**src/design/circular_fifo_queue_defines.svh**
```systemverilog
// Assertion helpers shared by the queue RTL.
// Both expect a clock named clk and an active-low reset named rst_n in scope.
`ifndef CIRCULAR_FIFO_QUEUE_DEFINES_SVH
`define CIRCULAR_FIFO_QUEUE_DEFINES_SVH

`ifndef SYNTHESIS

// Same-cycle implication
`define CFQ_ASSERT_IMP(lbl, ante, cons, msg) \
  lbl: assert property (@(posedge clk) disable iff (!rst_n) (ante) |-> (cons)) \
    else $error(msg);

// Next-cycle implication
`define CFQ_ASSERT_NXT(lbl, ante, cons, msg) \
  lbl: assert property (@(posedge clk) disable iff (!rst_n) (ante) |=> (cons)) \
    else $error(msg);

`else

`define CFQ_ASSERT_IMP(lbl, ante, cons, msg)
`define CFQ_ASSERT_NXT(lbl, ante, cons, msg)

`endif

`endif

```
**src/design/cfq_pkg.sv**
```systemverilog
package cfq_pkg;

  // Queue geometry
  localparam int DEPTH      = 16;
  localparam int DATA_WIDTH = 32;
  localparam int IDX_W      = (DEPTH > 1) ? $clog2(DEPTH) : 1;
  localparam int CNT_W      = $clog2(DEPTH + 1);

  // Stream field widths
  localparam int MODE_W  = 3;
  localparam int ITEM_W  = 32;
  localparam int STAT_W  = 2;
  localparam int OCC_W   = 5;
  localparam int IN_TDATA_W  = 40;
  localparam int OUT_TDATA_W = 48;

  typedef enum logic [MODE_W-1:0] {
    MODE_APPEND         = 3'd0,
    MODE_SERVE          = 3'd1,
    MODE_RETRIEVE       = 3'd2,
    MODE_SERVE_RETRIEVE = 3'd3,
    MODE_CLEAR          = 3'd4
  } mode_t;

  typedef enum logic [STAT_W-1:0] {
    STAT_OK        = 2'd0,
    STAT_OVERFLOW  = 2'd1,
    STAT_UNDERFLOW = 2'd2
  } status_t;

  // One access to the ring memory
  typedef struct packed {
    logic                  we;
    logic                  re;
    logic [IDX_W-1:0]      waddr;
    logic [IDX_W-1:0]      raddr;
    logic [DATA_WIDTH-1:0] wdata;
  } ram_req_t;

  // Ring index advance with wrap
  function automatic logic [IDX_W-1:0] next_slot(input logic [IDX_W-1:0] idx);
    logic [IDX_W-1:0] res;
    if (idx == IDX_W'(DEPTH - 1)) res = '0;
    else res = idx + IDX_W'(1);
    return res;
  endfunction

endpackage

```
**src/design/cfq_ram.sv**
```systemverilog
module cfq_ram (
  input  logic                            clk,
  input  cfq_pkg::ram_req_t               req,
  output logic [cfq_pkg::DATA_WIDTH-1:0]  rd_data_r
);
  import cfq_pkg::*;

  logic [DATA_WIDTH-1:0] ring_r [DEPTH];

  // Single write port, registered read port
  always_ff @(posedge clk) begin
    if (req.we) begin
      ring_r[req.waddr] <= req.wdata;
    end
    if (req.re) begin
      rd_data_r <= ring_r[req.raddr];
    end
  end

endmodule

```
**src/design/circular_fifo_queue.sv**
```systemverilog
// Channel | Dir | Fields (tdata, low bit first)
// in_     | in  | mode[2:0], item_in[34:3], zero pad to 40 bits
// out_    | out | status[1:0], item_out[33:2], occupancy[38:34],
//         |     | is_empty[39], is_full[40], zero pad to 48 bits
//
// One item per cycle while the output is not stalled; each result passes through
// the read stage (control update plus ring read), then the output register.
// Append writes the ring in the accept cycle, so a following read sees it.
// rst_n clears count, head and tail (tail to DEPTH-1); ring contents are kept.
// A stalled output holds the read stage, which in turn holds in_tready low.
`include "circular_fifo_queue_defines.svh"

module circular_fifo_queue (
  input  logic                               clk,
  input  logic                               rst_n,
  input  logic                               in_tvalid,
  output logic                               in_tready,
  input  logic [cfq_pkg::IN_TDATA_W-1:0]     in_tdata,   // mode, item_in
  output logic                               out_tvalid,
  input  logic                               out_tready,
  output logic [cfq_pkg::OUT_TDATA_W-1:0]    out_tdata   // status, item_out, occupancy,
                                                         // is_empty, is_full
);
  import cfq_pkg::*;

  // Queue control state
  logic [CNT_W-1:0] cnt_r, cnt_nxt;
  logic [IDX_W-1:0] head_r, head_nxt;
  logic [IDX_W-1:0] tail_r, tail_nxt;

  // Read stage
  logic             s1_valid_r, s1_valid_nxt;
  status_t          s1_status_r, s1_status_nxt;
  logic             s1_rd_r, s1_rd_nxt;
  logic [CNT_W-1:0] s1_cnt_r;

  // Output register
  logic              out_valid_r, out_valid_nxt;
  status_t           out_status_r;
  logic [ITEM_W-1:0] out_item_r;
  logic [OCC_W-1:0]  out_occ_r;
  logic              out_empty_r;
  logic              out_full_r;

  logic                  accept;
  logic                  out_free;
  logic                  s1_go;
  mode_t                 mode;
  logic [DATA_WIDTH-1:0] wr_data;
  ram_req_t              ram_req;
  logic [DATA_WIDTH-1:0] rd_data;

  assign mode    = mode_t'(in_tdata[MODE_W-1:0]);
  assign wr_data = in_tdata[MODE_W +: DATA_WIDTH];

  // Handshake and stage advance
  assign out_free  = !out_valid_r || out_tready;
  assign s1_go     = s1_valid_r && out_free;
  assign in_tready = !s1_valid_r || out_free;
  assign accept    = in_tvalid && in_tready;

  // Operation decode and index/count update
  always_comb begin
    cnt_nxt       = cnt_r;
    head_nxt      = head_r;
    tail_nxt      = tail_r;
    s1_status_nxt = STAT_OK;
    s1_rd_nxt     = 1'b0;
    ram_req.we    = 1'b0;
    ram_req.re    = 1'b0;
    ram_req.waddr = next_slot(tail_r);
    ram_req.raddr = head_r;
    ram_req.wdata = wr_data;
    if (accept) begin
      unique case (mode)
        MODE_APPEND: begin
          if (cnt_r == CNT_W'(DEPTH)) begin
            s1_status_nxt = STAT_OVERFLOW;
          end else begin
            cnt_nxt    = cnt_r + CNT_W'(1);
            tail_nxt   = next_slot(tail_r);
            ram_req.we = 1'b1;
          end
        end
        MODE_SERVE, MODE_RETRIEVE, MODE_SERVE_RETRIEVE: begin
          if (cnt_r == '0) begin
            s1_status_nxt = STAT_UNDERFLOW;
          end else begin
            if (mode != MODE_SERVE) begin
              s1_rd_nxt  = 1'b1;
              ram_req.re = 1'b1;
            end
            if (mode != MODE_RETRIEVE) begin
              cnt_nxt  = cnt_r - CNT_W'(1);
              head_nxt = next_slot(head_r);
            end
          end
        end
        MODE_CLEAR: begin
          cnt_nxt  = '0;
          head_nxt = '0;
          tail_nxt = IDX_W'(DEPTH - 1);
        end
        default: begin
        end
      endcase
    end
  end

  cfq_ram u_ram (
    .clk       (clk),
    .req       (ram_req),
    .rd_data_r (rd_data)
  );

  // Valid tracking
  always_comb begin
    s1_valid_nxt = s1_valid_r;
    if (accept) s1_valid_nxt = 1'b1;
    else if (s1_go) s1_valid_nxt = 1'b0;
    out_valid_nxt = out_valid_r;
    if (s1_go) out_valid_nxt = 1'b1;
    else if (out_tready) out_valid_nxt = 1'b0;
  end

  // Control registers
  always_ff @(posedge clk) begin
    if (!rst_n) begin
      cnt_r       <= '0;
      head_r      <= '0;
      tail_r      <= IDX_W'(DEPTH - 1);
      s1_valid_r  <= 1'b0;
      out_valid_r <= 1'b0;
    end else begin
      cnt_r       <= cnt_nxt;
      head_r      <= head_nxt;
      tail_r      <= tail_nxt;
      s1_valid_r  <= s1_valid_nxt;
      out_valid_r <= out_valid_nxt;
    end
  end

  // Read stage payload
  always_ff @(posedge clk) begin
    if (accept) begin
      s1_status_r <= s1_status_nxt;
      s1_rd_r     <= s1_rd_nxt;
      s1_cnt_r    <= cnt_nxt;
    end
  end

  // Output payload
  always_ff @(posedge clk) begin
    if (s1_go) begin
      out_status_r <= s1_status_r;
      out_item_r   <= s1_rd_r ? ITEM_W'(rd_data) : '0;
      out_occ_r    <= OCC_W'(s1_cnt_r);
      out_empty_r  <= (s1_cnt_r == '0);
      out_full_r   <= (s1_cnt_r == CNT_W'(DEPTH));
    end
  end

  assign out_tvalid = out_valid_r;
  assign out_tdata  = {{(OUT_TDATA_W - STAT_W - ITEM_W - OCC_W - 2){1'b0}},
                       out_full_r, out_empty_r, out_occ_r, out_item_r, out_status_r};

  // Checks
  `CFQ_ASSERT_IMP(a_cnt_range, 1'b1, cnt_r <= CNT_W'(DEPTH), "count above depth")
  `CFQ_ASSERT_IMP(a_ovf_full, out_valid_r && out_status_r == STAT_OVERFLOW, out_full_r, "overflow while not full")
  `CFQ_ASSERT_IMP(a_udf_empty, out_valid_r && out_status_r == STAT_UNDERFLOW, out_empty_r, "underflow while not empty")
  `CFQ_ASSERT_IMP(a_err_zero, out_valid_r && out_status_r != STAT_OK, out_item_r == '0, "error result with data")
  `CFQ_ASSERT_NXT(a_s1_hold, s1_valid_r && !s1_go, s1_valid_r && $stable(s1_cnt_r), "read stage lost while stalled")

endmodule

```
**config.mk**
```make
export PLATFORM = sky130hd
export DESIGN_NAME = circular_fifo_queue
export DESIGN_NICKNAME = d
export VERILOG_FILES = /design/src/design/cfq_pkg.sv /design/src/design/cfq_ram.sv /design/src/design/circular_fifo_queue.sv
export VERILOG_INCLUDE_DIRS = /design/src /design/src/design
export SDC_FILE = /design/constraint.sdc
export NUM_CORES = 1
export LEC_CHECK = 0
export BUFFER_PORTS_ARGS = -buffer_cell sky130_fd_sc_hd__buf_2
export CAP_MARGIN = 20
export CORE_ASPECT_RATIO = 1.5
export CORE_MARGIN = 1.5
export CORE_UTILIZATION = 55
export DETAILED_ROUTE_END_ITERATION = 16
export PLACE_DENSITY = 0.75
export SLEW_MARGIN = 15
export SYNTH_ARGS = -nofsm -noshare
export SYNTH_HDL_FRONTEND = slang
export SYNTH_SLANG_ARGS = --single-unit
export TNS_END_PERCENT = 10
```
**constraint.sdc**
```tcl
create_clock -name clk -period 5.99 [get_ports clk]
set_input_delay 0.2995 -clock clk [delete_from_list [all_inputs] [get_ports clk]]
set_output_delay 0.2995 -clock clk [all_outputs]
set_load 0.05 [all_outputs]
```
; Word-level counts from Yosys, hierarchy flattened
; Memory sizes are Yosys's and may differ from the RTL's. A register that Yosys moved wholly into a read port is not among the register bits.
; Index checks and enable logic that the tools add are counted.
[op_classes]
magnitude_cmp = 0
eq_ne = 13
n_reduce_logical = 16
bitwise = 0
n_mul = 0
add_sub_neg = 4
shifts = 0
div = 0
muxes = 27
[op_table]
columns = cell, n
row1 = $mux W4, 5
row2 = $mux W5, 4
row3 = $pmux W4 S2, 2
row4 = $pmux W5 S3, 1
row5 = $mux W1, 12
row6 = $eq A5 B5 Y1 const B, 2
row7 = $logic_not A5 Y1, 2
row8 = $add A4 B1 Y4 const B, 2
row9 = $eq A4 B4 Y1 const B, 2
row10 = $reduce_bool A2 Y1, 4
row11 = $eq A3 B2 Y1 const B, 2
row12 = $ne A2 B2 Y1 const B, 3
row13 = $add A5 B1 Y5 const B, 1
row14 = $sub A5 B1 Y5 const B, 1
row15 = $mux W2, 2
row16 = $pmux W2 S2, 1
row17 = $reduce_and A4 Y1, 1
row18 = $eq A3 B1 Y1 const B, 1
row19 = $eq A3 B3 Y1 const B, 1
row20 = $logic_not A3 Y1, 1
row21 = $ne A3 B1 Y1 const B, 1
row22 = $ne A3 B2 Y1 const B, 1
row23 = $reduce_and A3 Y1, 1
row24 = $reduce_or A3 Y1, 1
row25 = 3 further kinds, 6
[word_totals]
ramBits = 512
n_memories = 1
romBits = 0
wordCells = 74
reg_bits = 64
latch_bits = 0
out_inout_bits = 50
[mem_list]
columns = name, words, width, read_ports, rd_clocked_by_memory_dff, write_ports, line
row1 = u_ram.ring_r, 16, 32, 1, 1, 1, cfq_ram.sv:8  ; logic [DATA_WIDTH-1:0] ring_r [DEPTH];

; Logic depth before layout (Yosys ltp)
[logic_depth]
ltp_word = 7
depth_mapped = 7
depth_no_buf = 7

; Hierarchy
; A second synthesis with hierarchy kept.
[unflattened]
hier_cells = 1088
hier_area_um2 = 23082.1
[modules_own_cells]
columns = mod, cells_per_inst, n_inst, area_each_um2
row1 = cfq_ram, 838, 1, 20155.6
row2 = circular_fifo_queue, 250, 1, 2926.6

; Worst setup path before layout
; Ideal clock, no wire load.
[synth_timing]
path_type = reg2reg
from = register out_valid_r, in the netlist out_tvalid
to = memory u_ram.ring_r[7][0], enable pin
slack_ns = 2.457
path_buffers = 0
t_arrival_ns = 3.112
path_stages_with_launch = 6
setup_time_ns = 0.421
path_cell_list = dfxtp_1 > nand3b_1 > nand2_1 > nor3_1 > nand2_1 > nor2_1
[synth_via]
elab_chain_cells = 7
[synth_lines]
columns = element, line
row1 = start: declaration, circular_fifo_queue.sv:38  ; logic out_valid_r, out_valid_nxt;
row2 = start signal: assignment, circular_fifo_queue.sv:139  ; out_valid_r <= out_valid_nxt;
row3 = $logic_not A1 Y1, circular_fifo_queue.sv:57  ; assign out_free = !out_valid_r || out_tready;
row4 = $logic_or A1 B1 Y1, circular_fifo_queue.sv:57
row5 = $logic_or A1 B1 Y1, circular_fifo_queue.sv:59  ; assign in_tready = !s1_valid_r || out_free;
row6 = via in_tready, circular_fifo_queue.sv:17  ; output logic in_tready,
row7 = $logic_and A1 B1 Y1, circular_fifo_queue.sv:60  ; assign accept = in_tvalid && in_tready;
row8 = $mux W2, circular_fifo_queue.sv:74  ; if (accept) begin
row9 = $mux W1, cfq_ram.sv:12  ; if (req.we) begin
row10 = $mux W1 (not written as such), cfq_ram.sv:13  ; ring_r[req.waddr] <= req.wdata;
row11 = end: declaration, cfq_ram.sv:8
; The timed path passes the listed nets, and every way through them passes these cells.

; Final worst setup path
[layout_timing]
from = register cnt_r[0]
to = memory u_ram.ring_r[3][22], enable pin
[layout_via]
elab_chain_cells = 6
[layout_lines]
columns = element, line
row1 = start: declaration, circular_fifo_queue.sv:27  ; logic [CNT_W-1:0] cnt_r, cnt_nxt;
row2 = start signal: assignment, circular_fifo_queue.sv:135  ; cnt_r <= cnt_nxt;
row3 = $eq A5 B5 Y1, circular_fifo_queue.sv:77  ; if (cnt_r == CNT_W'(DEPTH)) begin
row4 = $mux W1, circular_fifo_queue.sv:77
row5 = $mux W1, circular_fifo_queue.sv:75  ; unique case (mode)
row6 = $mux W2, circular_fifo_queue.sv:74
row7 = $mux W1, cfq_ram.sv:12
row8 = $mux W1 (not written as such), cfq_ram.sv:13
; Every way passes these cells.

==> impl_metrics.json <==
{
  "finalSetupViolations": 0,
  "die_h_microns": 254,
  "num_rows": 91,
  "p_leak_nw": 7.98,
  "multi_input_area_sq_um": 4830,
  "synthTopCellsByCount": "edfxtp_1, mux4_2, and2_1",
  "slew_headroom_pct": 30.6,
  "nNetsFinal": 1177,
  "numClockSinks": 608,
  "grt_pass1_wl_microns": 68700,
  "clk_pin_slew_ns": 0.07,
  "reg2reg_depth": 8,
  "cts-root-buf": "clkbuf_16",
  "vias": 10631,
  "syn2layout_area_growth_pct": 11.5,
  "synth_edf_count": 593,
  "cts_resized": 0,
  "clock_tree.buffer_depth": 3,
  "min_to": "tail_r[1]$_SDFFE_PN1P_",
  "hold_violations": 0,
  "ys_seq_area_share_pct": 78.2,
  "grt_overflow_total": 0,
  "synth_top_cells_by_area": "edfxtp_1, mux4_2, dfxtp_1, and2_1, nor2_1",
  "r2r_slack_ns": 2.57,
  "ys.flop_type": "edfxtp_1",
  "netlist.area_leader.share_pct": 76.9,
  "wl_per_cell_microns": 27.1,
  "hold_path_class": "primary input to flip-flop",
  "synth_area_per_cell_sq_um": 22.8,
  "grt_usage_pct": 22.2,
  "fmax_mhz": 292,
  "crit_required_ns": 6.24,
  "final-max-slew-violation-count": 0,
  "die_w_microns": 171,
  "syn_inst": 1015,
  "io_buffers": 81,
  "seq_area_sq_um": 18100,
  "power.density_nw_per_um2": 311,
  "grt_pass1_vias": 10985,
  "setup_tns_ns": 0,
  "yosysMostFrequentCell": "edfxtp_1",
  "finalWirelength_microns": 46600,
  "status": "finished clean",
  "reg2reg_from": "cnt_r[0]$_SDFF_PN0_",
  "drc_errors": 0,
  "via_per_inst": 6.19,
  "layout-drive-gt1-share_pct": 30.8,
  "clock_latency_ns": 0.57,
  "post-dp-hpwl_microns": 23300,
  "synth-seq-cells": 608,
  "initial_core_util_pct": 56.0,
  "antenna_found_initial": 3,
  "drv_cap": 0,
  "skew_ns": 0.0150,
  "hold_depth": 2,
  "synth_area_sq_um": 23200,
  "drt-pass1-iter-count": 4,
  "irDropWorstVdd_uv": 189,
  "path_class": "flip-flop to flip-flop",
  "fin_util_pct": 62.5,
  "worst_pin_slew_ns": 1.04,
  "holdWs_ns": 0.0615,
  "die_area_sq_um": 43400,
  "cp-end-kind": "flip-flop",
  "period_share_pct": 57.1,
  "cts_tree": "done",
  "fill_cells": 2702,
  "gp_congestion": 0.809,
  "arrival_ns": 3.67,
  "async_flop_share_pct": 0,
  "ant_nets": 0,
  "hold_start": "rst_n",
  "start_kind": "flip-flop",
  "numCtsBuffers": 51,
  "synth.largest_area_cell": "edfxtp_1",
  "worstPathMaxFanout": 18,
  "yosysWarnings": 0,
  "finalCriticalPeriod_ns": 3.42,
  "synth_cell_types": 49,
  "cts_max_level": 2,
  "drtIter0Drc": 923,
  "grt_max_degree": 69,
  "rsz0062_at_grt": "false",
  "r2r-end": "u_ram.ring_r[3][22]$_DFFE_PP_",
  "ios": 94,
  "fp.coreArea_sq_um": 41300
}
worst max-delay path: stages, from the launching register on:
cell and delay [ns]:
dfxtp_1 0.43, inv_1 0.07, ha_1 0.25, or3b_1 0.21, o21ai_1 0.15, nor3_1 0.43
nand2_1 0.35, nor2_4 0.79, buf_4 0.42
stage by stage:
step                power (mW)  cell area, sq um  instances  worst slack, ns
CTS                       8.09             25800       1717             2.57
floorplan                 4.94             23200       1021             2.46
finish                    8.04             25800       1718             2.57
global route              8.26             25800       1717             2.27
global placement          5.02             24300       1628             2.68
detailed placement        5.03             24300       1629             2.58
area by class of cell:
| cell class | instances | share of cell area, % |
|---|---|---|
| antenna | 1 | 0.00969 |
| clock buffer | 64 | 5.21 |
| clock inverter | 23 | 0.669 |
| inverter | 10 | 0.145 |
| multi-input combinational | 346 | 18.7 |
| sequential | 608 | 70.2 |
| tap | 558 | 2.70 |
| timing repair buffer | 108 | 2.40 |
report_power, final:
group / internal [mW] / total [mW] / switching, mW
clock network: 1.67 / 3.10 / 1.43
logic: 0.0625 / 0.234 / 0.172
registers: 4.69 / 4.70 / 0.0134
total: 6.43 / 8.04 / 1.61
cell usage in the layout (no fill, tap or decap), types with 3 or more instances in the layout:
master	count
inv_1	9
clkbuf_1	12
a21oi_1	4
ha_1	8
buf_2	82
clkinv_1	10
nor2_4	16
nor2_1	15
and2_1	37
nand2b_1	4
conb_1	7
clkinv_2	9
nor2b_1	3
mux4_2	160
nand2_1	21
a21boi_0	3
dfxtp_1	11
o21ai_0	12
nor3_1	8
o21ai_1	3
clkbuf_16	52
a31oi_1	4
edfxtp_1	593
buf_4	24
o311ai_1	3
logic make-up (layout without fill, tap and decap cells):
kind of cell | after synthesis | count (layout) | share of synthesized area [%]
flops | 608 | 608 | 78.2
other cells | 1 | 8 | 0.0162
fa+ha+maj | 8 | 8 | 0.432
compound gates | 47 | 47 | 1.37
mux | 160 | 160 | 15.6
buf+inv | 67 | 205 | 1.58
simple gates | 124 | 124 | 2.82
per-layer routing:
metal | track usage [%] | part of all wire [%] | vias to the layer above
met5 | 0 | 0.047 | -
met4 | 8.47 | 3.1 | 4
met3 | 3.37 | 6.5 | 97
met2 | 37.8 | 52 | 491
met1 | 29.2 | 39 | 5588
li1 | - | - | 4451
how the worst max path moves through the flow:
stage | from | end | slack [ns]
floorplan | out_tvalid$_SDFFE_PN0P_ | u_ram.ring_r[7][0]$_DFFE_PP_ | 2.46
global route | cnt_r[0]$_SDFF_PN0_ | u_ram.ring_r[2][31]$_DFFE_PP_ | 2.27
CTS | cnt_r[0]$_SDFF_PN0_ | u_ram.ring_r[3][21]$_DFFE_PP_ | 2.57
detailed placement | cnt_r[0]$_SDFF_PN0_ | u_ram.ring_r[3][31]$_DFFE_PP_ | 2.58
finish | cnt_r[0]$_SDFF_PN0_ | u_ram.ring_r[3][22]$_DFFE_PP_ | 2.57
global placement | cnt_r[0]$_SDFF_PN0_ | u_ram.ring_r[2][23]$_DFFE_PP_ | 2.68
flip-flops by register name, indices dropped and copies added, names as in the netlist, 4 cells and up:
name and cells:
out_occ_r 5, out_item_r 32, u_ram.ring_r 512, u_ram.rd_data_r 32, tail_r 4, cnt_r 5
s1_cnt_r 5, head_r 4
timing repair:
item	in CTS	in global routing
hold endpoints to repair	1	0
hold buffers	1	0
setup buffers	0	0
No activity file was read; power rests on OpenSTA's default activity.
